[src/sv/cfhd_pkg.sv]
// ----------------------------------------------------------------------------
// cfhd_pkg
// Shared constants and control types for the circular frame header deframer.
// ----------------------------------------------------------------------------
`default_nettype none

package cfhd_pkg;

  // Block geometry
  localparam int unsigned BLOCK_LEN = 21;
  localparam int unsigned CNT_W     = $clog2(BLOCK_LEN);
  localparam logic [CNT_W-1:0] CNT_LAST = CNT_W'(BLOCK_LEN - 1);

  // Header pattern, first byte on the wire first
  localparam logic [7:0] HDR0 = 8'hFF;
  localparam logic [7:0] HDR1 = 8'h55;
  localparam logic [7:0] HDR2 = 8'hAA;
  localparam logic [7:0] HDR3 = 8'h10;

  // Payload geometry
  localparam int unsigned WORD_W  = 32;
  localparam int unsigned NUM_WORDS = 3;
  localparam int unsigned HDR_LEN = 4;

  // Controller to datapath commands
  typedef struct packed {
    logic shift_en;    // advance the byte ring one place
    logic load_byte;   // ring input takes the received byte, else recirculates
    logic scan_en;     // test the header taps, capture payload on a hit
    logic clear_found; // start of a new search
    logic load_out;    // copy found flag and held words to the output stage
  } cfhd_cmd_t;

endpackage

`default_nettype wire

[src/sv/cfhd_datapath.sv]
// ----------------------------------------------------------------------------
// cfhd_datapath
// Byte ring, header comparator, held payload words and output register.
// ----------------------------------------------------------------------------
`default_nettype none

module cfhd_datapath (
  input  wire logic                      clk_i,
  input  wire logic                      rst_ni,
  input  wire cfhd_pkg::cfhd_cmd_t       cmd_i,
  input  wire logic [7:0]                rx_byte_i,
  output logic                           out_found_o,
  output logic [cfhd_pkg::WORD_W-1:0]    out_y_o,
  output logic [cfhd_pkg::WORD_W-1:0]    out_x_o,
  output logic [cfhd_pkg::WORD_W-1:0]    out_z_o
);
  import cfhd_pkg::*;

  logic [7:0]        buf_q [BLOCK_LEN];
  logic [7:0]        ring_in;
  logic              match;
  logic              found_q;
  logic [WORD_W-1:0] held_y_q, held_x_q, held_z_q;
  logic [WORD_W-1:0] tap_y, tap_x, tap_z;

  // Ring input: new byte while filling, oldest byte while scanning
  assign ring_in = cmd_i.load_byte ? rx_byte_i : buf_q[0];

  // Ring shifts toward index 0; after a full block index 0 holds the first
  // byte, and each scan step rotates the next start position into place
  always_ff @(posedge clk_i) begin
    if (cmd_i.shift_en) begin
      for (int i = 0; i < BLOCK_LEN - 1; i++) begin
        buf_q[i] <= buf_q[i+1];
      end
      buf_q[BLOCK_LEN-1] <= ring_in;
    end
  end

  // Header test at the fixed taps 0..3
  assign match = (buf_q[0] == HDR0) && (buf_q[1] == HDR1) &&
                 (buf_q[2] == HDR2) && (buf_q[3] == HDR3);

  // Little-endian payload words at the taps after the header
  assign tap_y = {buf_q[HDR_LEN+3], buf_q[HDR_LEN+2], buf_q[HDR_LEN+1], buf_q[HDR_LEN]};
  assign tap_x = {buf_q[HDR_LEN+7], buf_q[HDR_LEN+6], buf_q[HDR_LEN+5], buf_q[HDR_LEN+4]};
  assign tap_z = {buf_q[HDR_LEN+11], buf_q[HDR_LEN+10], buf_q[HDR_LEN+9], buf_q[HDR_LEN+8]};

  // Held words: a later hit overwrites an earlier one
  always_ff @(posedge clk_i or negedge rst_ni) begin
    if (!rst_ni) begin
      found_q  <= 1'b0;
      held_y_q <= '0;
      held_x_q <= '0;
      held_z_q <= '0;
    end else begin
      if (cmd_i.clear_found) begin
        found_q <= 1'b0;
      end else if (cmd_i.scan_en && match) begin
        found_q <= 1'b1;
      end
      if (cmd_i.scan_en && match) begin
        held_y_q <= tap_y;
        held_x_q <= tap_x;
        held_z_q <= tap_z;
      end
    end
  end

  // Output stage
  always_ff @(posedge clk_i) begin
    if (cmd_i.load_out) begin
      out_found_o <= found_q;
      out_y_o     <= held_y_q;
      out_x_o     <= held_x_q;
      out_z_o     <= held_z_q;
    end
  end

endmodule

`default_nettype wire

[src/sv/cfhd_ctrl.sv]
// ----------------------------------------------------------------------------
// cfhd_ctrl
// Sequencer: fills a block, steps the circular search, hands off the result.
// ----------------------------------------------------------------------------
`default_nettype none

module cfhd_ctrl (
  input  wire logic                clk_i,
  input  wire logic                rst_ni,
  input  wire logic                in_valid_i,
  output logic                     in_ready_o,
  output logic                     out_valid_o,
  input  wire logic                out_ready_i,
  output cfhd_pkg::cfhd_cmd_t      cmd_o
);
  import cfhd_pkg::*;

  typedef enum logic [1:0] {
    ST_FILL,
    ST_SCAN,
    ST_DONE
  } state_e;

  state_e           state_q;
  logic [CNT_W-1:0] cnt_q;
  logic             out_valid_q;
  logic             in_beat;
  logic             slot_free;

  assign in_ready_o  = (state_q == ST_FILL);
  assign in_beat     = in_valid_i && in_ready_o;
  assign slot_free   = !out_valid_q || out_ready_i;
  assign out_valid_o = out_valid_q;

  // Commands decoded from state
  always_comb begin
    cmd_o             = '0;
    cmd_o.load_byte   = (state_q == ST_FILL);
    cmd_o.shift_en    = in_beat || (state_q == ST_SCAN);
    cmd_o.scan_en     = (state_q == ST_SCAN);
    cmd_o.clear_found = in_beat && (cnt_q == CNT_LAST);
    cmd_o.load_out    = (state_q == ST_DONE) && slot_free;
  end

  // State, position counter and output valid
  always_ff @(posedge clk_i or negedge rst_ni) begin
    if (!rst_ni) begin
      state_q     <= ST_FILL;
      cnt_q       <= '0;
      out_valid_q <= 1'b0;
    end else begin
      if (cmd_o.load_out) begin
        out_valid_q <= 1'b1;
      end else if (out_ready_i) begin
        out_valid_q <= 1'b0;
      end
      unique case (state_q)
        ST_FILL: begin
          if (in_beat) begin
            if (cnt_q == CNT_LAST) begin
              cnt_q   <= '0;
              state_q <= ST_SCAN;
            end else begin
              cnt_q <= cnt_q + 1'b1;
            end
          end
        end
        ST_SCAN: begin
          if (cnt_q == CNT_LAST) begin
            cnt_q   <= '0;
            state_q <= ST_DONE;
          end else begin
            cnt_q <= cnt_q + 1'b1;
          end
        end
        ST_DONE: begin
          if (slot_free) begin
            state_q <= ST_FILL;
          end
        end
        default: state_q <= ST_FILL;
      endcase
    end
  end

`ifndef SYNTHESIS
  // Position counter never leaves the block
  a_cnt_range: assert property (@(posedge clk_i) disable iff (!rst_ni)
    cnt_q <= CNT_LAST)
    else $error("position counter out of range");

  // A result is loaded only into a free output stage
  a_load_free: assert property (@(posedge clk_i) disable iff (!rst_ni)
    cmd_o.load_out |-> (!out_valid_q || out_ready_i))
    else $error("result overwrote a pending beat");

  // The last byte of a block starts the search on the next cycle
  a_fill_to_scan: assert property (@(posedge clk_i) disable iff (!rst_ni)
    (in_beat && cnt_q == CNT_LAST) |=> (state_q == ST_SCAN && cnt_q == '0))
    else $error("search did not start after a full block");

  // No byte is taken while searching
  a_no_in_scan: assert property (@(posedge clk_i) disable iff (!rst_ni)
    cmd_o.scan_en |-> !in_ready_o)
    else $error("input accepted during search");
`endif

endmodule

`default_nettype wire

[src/sv/circular_frame_header_deframer.sv]
// ----------------------------------------------------------------------------
// circular_frame_header_deframer
// Collects bytes into blocks, finds the FF 55 AA 10 header at any circular
// position (last hit wins) and emits one beat per block with the payload.
// ----------------------------------------------------------------------------
//  channel   dir  tdata                          tuser
//  s_axis    in   rx_byte[7:0]                   -
//  m_axis    out  value_y, value_x, value_z      header_found
//
//  A block of BLOCK_LEN bytes is taken in as fill beats, then searched
//  position by position on the rotating byte ring, then its result is
//  handed off to the output stage. Input is held off during search and
//  while a finished result waits for a free output stage. Reset clears the
//  sequencer and the held words to zero.
// ----------------------------------------------------------------------------
`default_nettype none

module circular_frame_header_deframer (
  input  wire logic        clk_i,
  input  wire logic        rst_ni,
  input  wire logic        s_axis_tvalid_i,
  output logic             s_axis_tready_o,
  input  wire logic [7:0]  s_axis_tdata_i,   // [7:0] rx_byte
  output logic             m_axis_tvalid_o,
  input  wire logic        m_axis_tready_i,
  output logic [95:0]      m_axis_tdata_o,   // [31:0] value_y, [63:32] value_x,
                                             // [95:64] value_z
  output logic             m_axis_tuser_o    // [0] header_found
);
  import cfhd_pkg::*;

  cfhd_cmd_t         cmd;
  logic [WORD_W-1:0] out_y, out_x, out_z;

  cfhd_ctrl u_ctrl (
    .clk_i       (clk_i),
    .rst_ni      (rst_ni),
    .in_valid_i  (s_axis_tvalid_i),
    .in_ready_o  (s_axis_tready_o),
    .out_valid_o (m_axis_tvalid_o),
    .out_ready_i (m_axis_tready_i),
    .cmd_o       (cmd)
  );

  cfhd_datapath u_datapath (
    .clk_i       (clk_i),
    .rst_ni      (rst_ni),
    .cmd_i       (cmd),
    .rx_byte_i   (s_axis_tdata_i),
    .out_found_o (m_axis_tuser_o),
    .out_y_o     (out_y),
    .out_x_o     (out_x),
    .out_z_o     (out_z)
  );

  assign m_axis_tdata_o = {out_z, out_x, out_y};

endmodule

`default_nettype wire

[config.mk]
export PLATFORM = sky130hd
export DESIGN_NAME = circular_frame_header_deframer
export DESIGN_NICKNAME = d
export VERILOG_FILES = /design/src/sv/cfhd_pkg.sv /design/src/sv/cfhd_datapath.sv /design/src/sv/cfhd_ctrl.sv /design/src/sv/circular_frame_header_deframer.sv
export SDC_FILE = /design/constraint.sdc
export NUM_CORES = 1
export LEC_CHECK = 0
export BUFFER_PORTS_ARGS = -buffer_cell sky130_fd_sc_hd__buf_2
export CAP_MARGIN = 30
export CORE_ASPECT_RATIO = 1.4
export CORE_MARGIN = 1
export CORE_UTILIZATION = 51
export CTS_CLUSTER_SIZE = 14
export DETAILED_ROUTE_END_ITERATION = 7
export PLACE_DENSITY = 0.75
export SLEW_MARGIN = 30
export SYNTH_ARGS = -nofsm -noshare
export SYNTH_HDL_FRONTEND = slang
export SYNTH_SLANG_ARGS = --single-unit
[constraint.sdc]
create_clock -name clk_i -period 10.51 [get_ports clk_i]
set_clock_uncertainty 0.15 [all_clocks]
set_input_delay 1.051 -clock clk_i [delete_from_list [all_inputs] [get_ports clk_i]]
set_output_delay 1.051 -clock clk_i [all_outputs]
set_load 0.1 [all_outputs]
==> results of run 1 <==
==> cells in the mapped netlist (all sizes together) (2+ instances only) <==
cell / instances
edfxtp: 265
nor4: 2
buf: 11
dfrtp: 105
ha: 2
nor4bb: 4
nand4: 2
nand2: 7
nor2: 2
nor2b: 2
mux2: 105
inv: 4
o21ai: 7
nand3: 3
nand2b: 2
==> through the flow <==
| stage | total power [mW] | util [%] |
|---|---|---|
| finish | 3.26 | 60.1 |
| global route | 3.38 | 60.1 |
| CTS | 3.29 | 60.1 |
| detailed placement | 2.23 | 56.1 |
| global placement | 2.21 | 56.1 |
| floorplan | 2.12 | - |
==> flip-flops by register name (all words and copies together), names as in the netlist <==
register,flops
u_datapath.buf_q,168
u_datapath.out_z_o,32
u_datapath.out_found_o,1
u_ctrl.state_q,2
u_datapath.held_z_q,32
u_datapath.out_y_o,32
u_datapath.out_x_o,32
u_ctrl.out_valid_o,1
u_datapath.held_y_q,32
u_ctrl.cnt_q,5
u_datapath.held_x_q,32
u_datapath.found_q,1
==> where the power goes <==
| part | switching, mW | internal, mW | total, mW |
|---|---|---|---|
| clock | 0.470 | 0.587 | 1.06 |
| combinational | 0.156 | 0.0415 | 0.197 |
| sequential | 0.125 | 1.88 | 2.01 |
| total | 0.751 | 2.51 | 3.26 |
==> layer usage <==
metal / global-route usage, % / vias to the layer above
met3: 2.17 / 33
li1: - / 2323
met1: 20.3 / 2748
met5: 0 / -
met2: 28.1 / 125
met4: 5.20 / 0
==> logic make-up after synthesis <==
group,synth area share (%)
fa+ha+maj,0.206
simple gates,1.64
buf+inv,0.659
compound gates,0.608
mux,9.74
flops,87.2
==> final cells by class <==
type	count	share of cell area, %
Sequential cell	370	75.6
Multi-Input combinational cell	149	10.6
Clock buffer	51	6.22
Timing Repair Buffer	115	4.24
Tap cell	306	2.73
Clock inverter	6	0.411
Inverter	4	0.161
==> how the worst max path moves through the flow <==
stage,end,startpoint,slack [ns]
global placement,u_datapath.buf_q[8][3],s_axis_tvalid_i,7.21
CTS,s_axis_tready_o,u_ctrl.state_q[0],7.06
detailed placement,u_datapath.buf_q[8][6],s_axis_tvalid_i,7.11
global route,s_axis_tready_o,u_ctrl.state_q[0],6.98
finish,s_axis_tready_o,u_ctrl.state_q[0],7.07
floorplan,u_datapath.out_found_o,m_axis_tready_i,4.32
==> placed cells by master, fill, tap and decap left out, drive strengths merged, types with 2 or more instances in the layout <==
cell type,n
buf,115
clkbuf,51
clkinv,4
dfrtp,105
edfxtp,265
ha,2
inv,5
mux2,105
nand2,7
nand2b,2
nand3,3
nand4,2
nor2,2
nor2b,2
nor4,2
nor4bb,4
o21ai,7
==> impl_metrics.csv, run 1 <==
group,metric,value,unit
layout,final_area,14000,um^2
worst_setup_path,r2r_slack,7.74,ns
min_path,hp-class,"register to register",
floorplan,start_util,52.2,%
floorplan,io_pins,111,
synthesis,netlist_area,12100,um^2
worst_setup_path,reg2regPathDepth,5,
placed_design,pre_cts_ws,7.11,ns
synthesis,yosysTopAreaCellShare,65.5,%
run_status,outcome,"finished clean",
worst_setup_path,path_class,"register to output port",
power_and_ir_drop,p_leak,5.62,nW
grt,grt_pass1_wl,29.7,mm
detailed_routing,vias,5229,
floorplan,fp.dieH,185,um
floorplan,dieArea,24400,um^2
placed_design,place_congestion,0.768,
layout,nFillCells,1636,
synthesis,postSynthAreaPerCell,22.7,um^2
synthesis,ys_seq_area_share,87.2,%
worst_setup_path,crit_arrival,2.24,ns
run,cap_viol_max_count,0,
synthesis,synthTopCellsByArea,"edfxtp_1 66%, dfrtp_1 22%, mux2_2 7.0%",
floorplan,core,23300,um^2
grt,grt_max_degree,121,
sta,hold_ws,0.270,ns
sta,min_period_over_period,32.7,%
detailed_routing,dr_wl_met3,784,um
sta,tightest_slew,0.849,ns
sta,setup_slack,7.07,ns
synthesis,ys_seq_elements,370,
sta,hold_violations,0,
detailed_routing,wl_met1,7.98,mm
detailed_routing,ant_nets,0,
worst_setup_path,cp.required,9.31,ns
placed_design,port_buffers,110,
worst_setup_path,critPathCaptureType,"output port",
layout,synthToLayoutAreaGrowth,15.3,%
clock_network,clk_latency,0.55,ns
detailed_routing,met2_wirelength,10.0,mm
worst_setup_path,reg2reg_to,"u_datapath.held_x_q[17]",
clock_network,cts_buffers,31,
detailed_routing,post_drt_via_cell_ratio,5.22,
clock_network,ctsLongestPathBuffers,3,
detailed_routing,top_layer,"met4",
sta,period_minus_slack,3.44,ns
clock_network,clk_pin_slew_worst_paths,0.06,ns
grt,antenna_found_initial,0,
min_path,hold_end,"u_datapath.buf_q[19][2]",
layout,multi_input_comb_area,1490,um^2
synthesis,ys_types,30,
worst_setup_path,r2r-start,"u_ctrl.state_q[1]",
worst_setup_path,slowest_stage,"nor2_1",
grt,overflow,0,
worst_setup_path,path_depth,2,
sta,setup_viol,0,
detailed_routing,drt_iter0_markers,287,
synthesis,yosysTopAreaCell,"edfxtp_1",
worst_setup_path,critPathBufInv,1,
clock_network,htreeDepth,1,
layout,drive_gt1_share,33.4,%
clock_network,cts_resized,0,
grt,track_usage,15.9,%
sta,max_freq,291,MHz
synthesis,syn_inst,534,
detailed_routing,wl,19.2,mm
power_and_ir_drop,powerDensity,233,nW/um^2
sta,slew_violations,0,
sta,relSlewSlack,43.4,%
worst_setup_path,crit_chain,"nor2_1, buf_2",
floorplan,die_x,132,um
power_and_ir_drop,irDropWorstVdd,0.000152,V
synthesis,async_reset_ff_share,28.4,%
sta,rsz0062_at_grt,"false",
placed_design,place_area,13100,um^2
worst_setup_path,crit_fanout,9,
worst_setup_path,cp_top_family,"simple AND/OR/NAND/NOR gates",
clock_network,cts_tree,"done",
clock_network,cts_setup_buffers,0,
detailed_routing,drtPass1Iterations,5,
clock_network,cts_sinks,370,
sta,tns,0,ns
detailed_routing,wl_per_cell,19.2,um
synthesis,synth-main-ff-cell,"edfxtp_1",
worst_setup_path,slowest_delay,0.68,ns
synthesis,synth_edf_count,265,
clock_network,cts_root_buf,"clkbuf_16",
floorplan,rows,66,
min_path,min-delay-start,"u_datapath.buf_q[20][2]",
placed_design,dp_hpwl,11.5,mm
synthesis,syn_nets,548,
layout,fin_cells,1001,
worst_setup_path,startpoint_type,"register",
detailed_routing,drc,0,
min_path,whs_path_depth,0,
clock_network,holdBufCountCts,0,
grt,grt_pass1_vias,5371,
layout,seq_area,10600,um^2
layout,fin_nets,685,
synthesis,yosys_warnings,0,
placed_design,dp_cells,944,
layout,antennaDiodeCount,0,
(Power assumes the default switching activity.)
==> inputs of run 2 (changes only) <==
PLACE_DENSITY = 0.78   (was 0.75)
clock period = 2.8 ns   (was 10.51 ns; I/O delays follow)
==> impl_metrics.csv, run 2 (synthesis results as in run 1) <==
group,metric,value,unit
min_path,hp-class,"primary input to asynchronous set/reset pin",
sta,rsz0062_at_grt,"false",
layout,antennaDiodeCount,0,
clock_network,cts_buffers,31,
detailed_routing,drt_iter0_markers,334,
sta,tns,0,ns
clock_network,htreeDepth,1,
detailed_routing,ant_nets,0,
clock_network,ctsLongestPathBuffers,3,
worst_setup_path,slowest_delay,0.46,ns
layout,regMostFlops,"u_datapath.buf_q",
sta,period_minus_slack,2.49,ns
floorplan,start_util,52.2,%
sta,max_freq,401,MHz
power_and_ir_drop,finalPower,12.3,mW
grt,grt_max_degree,98,
power_and_ir_drop,p_leak,5.70,nW
floorplan,die_x,132,um
sta,slew_violations,0,
layout,largest_reg_flops,168,
sta,min_period_over_period,89.0,%
layout,final_cell_mix,"265 x edfxtp_1, 109 x buf_2, 104 x dfrtp_1",
sta,setup_viol,0,
floorplan,fp.dieH,185,um
worst_setup_path,crit_chain,"nand4b_1, or4_1, nor4_4, buf_12, mux2_2",
sta,hold_violations,0,
detailed_routing,wl,19.4,mm
grt,track_usage,16.3,%
clock_network,cts_sinks,370,
floorplan,io_pins,111,
worst_setup_path,r2r-start,"u_ctrl.state_q[1]",
detailed_routing,wl_per_cell,19.1,um
placed_design,dp_hpwl,12.0,mm
sta,tightest_slew,0.604,ns
floorplan,core,23300,um^2
grt,antenna_found_initial,0,
worst_setup_path,cp.required,3.08,ns
run_status,outcome,"finished clean",
grt,grt_pass1_wl,30.3,mm
layout,utilization,61.0,%
floorplan,rows,66,
clock_network,cts_resized,0,
layout,fin_nets,702,
run,cap_viol_max_count,0,
clock_network,cts_root_buf,"clkbuf_16",
layout,final_common_cell,"edfxtp_1",
clock_network,cts_setup_buffers,0,
worst_setup_path,reg2regPathDepth,5,
power_and_ir_drop,irDropWorstVdd,0.000572,V
clock_network,clk_pin_slew_worst_paths,0.07,ns
clock_network,cts_tree,"done",
grt,grt_pass1_vias,5483,
sta,relSlewSlack,59.7,%
detailed_routing,post_drt_via_cell_ratio,5.17,
detailed_routing,vias,5266,
worst_setup_path,path_class,"register to register",
power_and_ir_drop,powerDensity,864,nW/um^2
placed_design,port_buffers,110,
worst_setup_path,startpoint_type,"register",
detailed_routing,drc,0,
worst_setup_path,crit_fanout,77,
worst_setup_path,crit_arrival,2.77,ns
placed_design,dp_cells,950,
layout,fin_cells,1019,
placed_design,place_congestion,0.794,
worst_setup_path,reg2reg_to,"u_datapath.held_x_q[8]",
worst_setup_path,critPathCaptureType,"register",
layout,synthToLayoutAreaGrowth,17.0,%
worst_setup_path,slowest_stage,"or4_1",
detailed_routing,drtPass1Iterations,5,
grt,overflow,0,
worst_setup_path,r2r_slack,0.31,ns
layout,drive_gt1_share,33.8,%
clock_network,clk_latency,0.55,ns
floorplan,dieArea,24400,um^2
-- run 2: worst max-delay path by stage --
| stage | from | to | slack, ns | cells after the start |
|---|---|---|---|---|
| 6_report | u_ctrl.state_q[1] | u_datapath.held_x_q[8] | 0.31 | 5 |
| 2_1_floorplan | u_ctrl.out_valid_o | u_datapath.out_found_o | 0.008 | 2 |
| 5_1_grt | u_ctrl.state_q[1] | u_datapath.held_x_q[30] | 0.22 | 5 |
| 3_5_place_dp | u_ctrl.state_q[1] | u_datapath.held_x_q[8] | 0.32 | 5 |
| 4_1_cts | u_ctrl.state_q[1] | u_datapath.held_x_q[8] | 0.30 | 5 |
| 3_3_place_gp | u_datapath.buf_q[3][5] | u_datapath.held_x_q[9] | 0.38 | 5 |
-- run 2: critical path, delay by kind of cell, from the launching register on --
| kind | cells | cell delay [ns] |
|---|---|---|
| buffers and inverters | 1 | 0.40 |
| flip-flops | 1 | 0.45 |
| multiplexers | 1 | 0.40 |
| AND/OR/NAND/NOR | 3 | 0.90 |
-- run 2: timing repair --
action | in CTS | in global routing
setup endpoints to repair | 0 | 0
hold endpoints to repair | 87 | 0
hold buffers | 11 | 0
-- run 2: per-stage QoR --
step / instance area, um^2 / hold slack [ns] / worst slack, ns
finish: 14200 / 0.0738 / 0.308
global route: 14200 / 0.107 / 0.218
CTS: 14200 / 0.0798 / 0.296
detailed placement: 13200 / 0.106 / 0.315
global placement: 13200 / 0.0907 / 0.378
floorplan: 12200 / -0.166 / 0.00777
-- run 2: cell type report --
cell class | count | area [um^2]
fill | 1673 | 9080
sequential | 370 | 10600
multi-input combinational | 149 | 1500
clock buffer | 53 | 890
tap | 306 | 383
timing repair buffer | 132 | 796
inverter | 4 | 20.0
clock inverter | 5 | 31.3
-- run 2: power breakdown --
group | total [mW] | internal [mW] | switching, mW
registers | 7.54 | 7.05 | 0.483
logic | 0.805 | 0.209 | 0.597
clock network | 3.93 | 2.15 | 1.78
-- run 2: layer usage --
| layer | part of all wire, % | wire [um] | vias up | track usage (%) |
|---|---|---|---|---|
| li1 | - | - | 2367 | - |
| met1 | 42 | 8110 | 2721 | 21.2 |
| met2 | 51 | 9990 | 145 | 28.2 |
| met3 | 4.5 | 869 | 33 | 2.42 |
| met4 | 2.3 | 454 | 0 | 5.29 |
| met5 | 0 | 0 | - | 0 |
